==> src/design/rarms_pkg.sv <==
// Package for the range add / reverse / maximum sequence block.
// Holds the shared widths, opcodes, the controller state type and the
// request decode record; depends on nothing.
package rarms_pkg;

   localparam int DATA_W    = 32;
   localparam int IDX_W     = 11;
   localparam int CMP_W     = 17;   // holds any length up to 65536
   localparam int PADDR_W   = 3;
   localparam int PDATA_W   = 32;
   localparam logic [IDX_W-1:0] LEN_RESET = 11'd1024;

   localparam logic [1:0] OP_ADD     = 2'd0;
   localparam logic [1:0] OP_REVERSE = 2'd1;
   localparam logic [1:0] OP_QUERY   = 2'd2;

   localparam logic [PADDR_W-1:0] ADDR_SEQ_LEN = 3'd0;

   localparam logic signed [DATA_W-1:0] DATA_MIN = 32'sh8000_0000;
   localparam logic signed [DATA_W-1:0] DATA_MAX = 32'sh7FFF_FFFF;

   typedef enum logic [3:0] {
      ST_CLEAR,
      ST_IDLE,
      ST_WALK,
      ST_DRAIN,
      ST_REV_RD_LO,
      ST_REV_RD_HI,
      ST_REV_WR_LO,
      ST_REV_WR_HI,
      ST_FINISH
   } state_type;

   typedef struct packed {
      logic             bad;
      logic [CMP_W-1:0] lo_addr;
      logic [CMP_W-1:0] hi_addr;
   } decode_type;

endpackage

==> src/design/rarms_check.sv <==
// Request decoder: checks the opcode and the range against the length in use
// and turns the 1-based indices into 0-based addresses. Uses rarms_pkg.
module rarms_check #(
   parameter int MAX_LENGTH = 1024
) (
   input  logic [1:0]                  opcode,
   input  logic [rarms_pkg::IDX_W-1:0] left_index,
   input  logic [rarms_pkg::IDX_W-1:0] right_index,
   input  logic [rarms_pkg::IDX_W-1:0] seq_len,
   output rarms_pkg::decode_type       decode
);
   import rarms_pkg::*;

   logic [CMP_W-1:0] len_wide;
   logic [CMP_W-1:0] eff_len;
   logic [CMP_W-1:0] left_wide;
   logic [CMP_W-1:0] right_wide;
   logic             op_bad;

   always_comb begin
      len_wide   = CMP_W'(seq_len);
      left_wide  = CMP_W'(left_index);
      right_wide = CMP_W'(right_index);
      // A length beyond the store saturates to the store depth.
      eff_len    = (len_wide > CMP_W'(MAX_LENGTH)) ? CMP_W'(MAX_LENGTH) : len_wide;
      op_bad     = (opcode != OP_ADD) && (opcode != OP_REVERSE) && (opcode != OP_QUERY);
      decode.bad = op_bad || (left_wide == '0) || (left_wide > right_wide) ||
                   (right_wide > eff_len);
      decode.lo_addr = left_wide - CMP_W'(1);
      decode.hi_addr = right_wide - CMP_W'(1);
   end

endmodule

==> config.mk <==
export PLATFORM = sky130hd
export DESIGN_NAME = rarms_check
export DESIGN_NICKNAME = d
export VERILOG_FILES = /design/src/design/rarms_pkg.sv /design/src/design/rarms_check.sv
export SDC_FILE = /design/constraint.sdc
export NUM_CORES = 1
export LEC_CHECK = 0
export ABC_AREA = 1
export BUFFER_PORTS_ARGS = -buffer_cell sky130_fd_sc_hd__buf_2
export CAP_MARGIN = 20
export CORE_AREA = 4 4 55 57
export DETAILED_ROUTE_END_ITERATION = 10
export DIE_AREA = 0 0 59 61
export PLACE_DENSITY_LB_ADDON = 0.12
export SYNTH_ARGS = -nofsm -noshare
export SYNTH_HDL_FRONTEND = slang
export SYNTH_SLANG_ARGS = --single-unit
==> constraint.sdc <==
create_clock -name vclk -period 3
set_clock_uncertainty 0.15 [all_clocks]
set_input_delay 0 -clock vclk [all_inputs]
set_output_delay 0 -clock vclk [all_outputs]
set_load 0.05 [all_outputs]
==> impl_summary.log <==
INFO  metric post_cts.repair.setup_buffers = 0
INFO  metric final_layout_size_suffix_gt1_share = 36.1%
INFO  metric main_combinational_cell_family_by_area_after_synthesis = simple AND/OR/NAND/NOR gates
INFO  metric placementRows = 18
INFO  metric setup_viol = 0
INFO  metric numSequentialCells = 0
INFO  metric routed-via-count = 1253
INFO  metric worst_pin_slew = 0.415 ns
INFO  metric floorplan.core_area = 2480 µm²
INFO  metric timing.final.hold_violations = 0
INFO  metric clock_buffers = 0
INFO  metric max_stage_delay = between 0.3 and 0.4 ns
INFO  metric synth_warnings = 0
INFO  metric drt-wirelength-per-cell = 9.24 µm
INFO  metric final.setup.tns = 0 ns
INFO  metric synth_xor_area_share = 12.7%
INFO  metric finalWorstSetupSlack = 1.02 ns
INFO  metric area_growth_from_synthesis_to_layout = 26.9%
INFO  metric place.port_buffers = 70
INFO  metric grt_usage = approximately 14%
INFO  metric crit_path_end_kind = output port
INFO  metric die_w = around 60 µm
INFO  metric critical_path.slowest_cell = sky130_fd_sc_hd__ha_1
INFO  metric cts.repair.resized = 0
INFO  metric dp_hpwl = 2460 µm
INFO  metric cp.arrival = 1.83 ns
INFO  metric first_pass_grt_wire_length = around 4300 µm
INFO  metric timing.critical_path.required = 2.85 ns
INFO  metric seqCellArea = 0 µm²
INFO  metric gp_routability_congestion = 0.823
INFO  metric layout.nets = 310
INFO  metric layout_min_cycle_time = 1.98 ns
INFO  metric start_point_of_the_critical_path = seq_len[0]
INFO  metric gr-total-overflow = 0
INFO  metric fill_cells = 281
INFO  metric first_global_vias = 1097
INFO  metric fin_cells = 279
INFO  metric fmaxAchievable = 505 MHz
INFO  metric peak_supply_drop = 118 µV
INFO  metric fin_crit_sh = around 66%
INFO  metric maximum_number_of_pins_on_one_net_before_global_route_repair = 10
INFO  metric dr.first_iter.drc_count = 19
INFO  metric synth_adder_area_share = 25.8%
INFO  metric hold_class = in2out
INFO  metric timing.final.max_slew_violations = 0
INFO  metric fp.dieH = slightly above 60 µm
INFO  metric timing.critical_path.to = decode[34]
INFO  metric top_level_ports = 70
INFO  metric drt-vias-per-instance = 4.49
INFO  metric cp_cell_sequence = buf_2, nor2_1, nand3_1, o21ai_2, nand2_1, ha_1, nand2_1, nor2_1, and2_1, nand2_1, nand3_1, nand2_1, nand3_1, buf_2
INFO  metric antenna_cells_inserted = 0
INFO  metric wirelength = 2580 µm
INFO  metric hold_path_startpoint = left_index[0]
INFO  metric power_density = 169 nW/µm²
INFO  metric floorplan.die_area = ~3600 µm²
INFO  metric leakage = about 0.93 nW
INFO  metric relative_slew_slack = 72.1%
INFO  metric compound_gate_fraction_of_synth_area = 5.05%
INFO  metric syn_nets = 248
INFO  metric post-layout-total-power = ~250 µW
INFO  metric number_of_antenna_violations_at_the_first_check_in_global_routing = 0
INFO  metric initial_core_utilization = between 40 and 50%
INFO  metric crit_top_cell = sky130_fd_sc_hd__nand2_1
INFO  metric final_antenna_net_count = 0
INFO  metric synth-seq-area-share = 0%
INFO  metric synth.area.mux_share = 0%
INFO  metric rsz0062_at_grt = no
INFO  metric path_class = in2out
INFO  metric post-place-cells = 279
INFO  metric syn-cell-area = 1160 µm²
INFO  metric run_status = complete, no violations
INFO  metric critPathMaxFanout = 9
INFO  metric cts_hold_buf = 0
INFO  metric worstSetupStartpointType = input pin
INFO  metric cap_violations = 0
INFO  metric drc = 0
INFO  metric syn-instance-count = 189
INFO  metric most_common_cell_after_layout_fill_and_taps_aside = sky130_fd_sc_hd__buf_2
INFO  metric synth_area_per_cell = 6.16 µm²
INFO  metric synth-simple-area-share = 40.0%
INFO  metric mostFrequentLayoutCells = 70 x sky130_fd_sc_hd__buf_2, 52 x sky130_fd_sc_hd__nand2_1, 26 x sky130_fd_sc_hd__inv_1
INFO  metric detail_route.first_pass.iterations = 4
INFO  metric synth_cell_type_count = 26
INFO  metric pre_cts_ws = 0.987 ns
-- metrics by stage --
step	hold WS, ns	cell area (µm²)	utilization, %
floorplan	-0.0448	1160	-
global route	0.212	1480	59.6
detailed placement	0.196	1480	59.6
global placement	0.192	1480	59.6
CTS	0.198	1480	59.6
finish	0.193	1480	59.6
-- per-layer routing --
metal	global-route usage, %	wire length, µm
met5	0	0
met4	0	0
met3	1.28	270
met2	27.0	1210
met1	18.2	1100
-- Yosys cell counts --
library cell,number,share of area (%)
sky130_fd_sc_hd__nand4_1,4,2.2
sky130_fd_sc_hd__or2_1,1,0.54
sky130_fd_sc_hd__nand4_2,1,1.1
sky130_fd_sc_hd__nor2_1,18,5.8
sky130_fd_sc_hd__inv_2,5,1.6
sky130_fd_sc_hd__nor3_2,3,2.6
sky130_fd_sc_hd__xor2_2,1,1.4
sky130_fd_sc_hd__nor2_2,4,2.2
sky130_fd_sc_hd__buf_4,10,6.5
sky130_fd_sc_hd__nand3b_1,1,0.65
sky130_fd_sc_hd__nand2_1,52,17
sky130_fd_sc_hd__nand3_2,2,1.7
sky130_fd_sc_hd__o21ai_2,1,0.75
sky130_fd_sc_hd__ha_1,24,26
sky130_fd_sc_hd__a21o_1,1,0.65
sky130_fd_sc_hd__nor2_4,2,1.9
sky130_fd_sc_hd__and2_1,2,1.1
sky130_fd_sc_hd__nand3_1,6,2.6
sky130_fd_sc_hd__xnor2_1,2,1.5
sky130_fd_sc_hd__nor3_1,1,0.43
sky130_fd_sc_hd__a21boi_1,1,0.65
sky130_fd_sc_hd__xor2_1,13,9.8
sky130_fd_sc_hd__o21ai_0,1,0.43
sky130_fd_sc_hd__a21oi_1,6,2.6
sky130_fd_sc_hd__inv_1,26,8.4
sky130_fd_sc_hd__nand2_2,1,0.54
-- how the worst min path moves through the flow --
stage	to	slack, ns	depth (start not counted)
global route	decode[17]	0.21	3
floorplan	decode[0]	-0.04	1
detailed placement	decode[17]	0.20	3
finish	decode[17]	0.19	3
global placement	decode[17]	0.19	3
CTS	decode[17]	0.20	3
-- power breakdown --
part / switching (mW) / internal (mW) / total, mW
Combinational: 0.172 / 0.0780 / 0.250
Clock: 0 / 0 / 0
Sequential: 0 / 0 / 0
-- logic make-up after synthesis --
logic type,Yosys count
xor gates and xnor gates,16
adders and majority gates,24
AOI/OAI and AO/OA,10
and+or+nand+nor,98
buffers and inverters,41
-- cell type report --
cell class,instances,area [µm²],area share [%]
tap,30,37.5,2.54
timing repair buffer,70,350,23.7
multi-input combinational,148,972,65.8
inverter,31,116,7.88
-- worst max-delay path: cells and delay by family --
family,cells,cell delay (ns)
adders and majority gates,1,0.31
and+or+nand+nor,10,0.88
buffers and inverters,2,0.36
AOI/OAI and AO/OA,1,0.29
(Power assumes the default switching activity.)
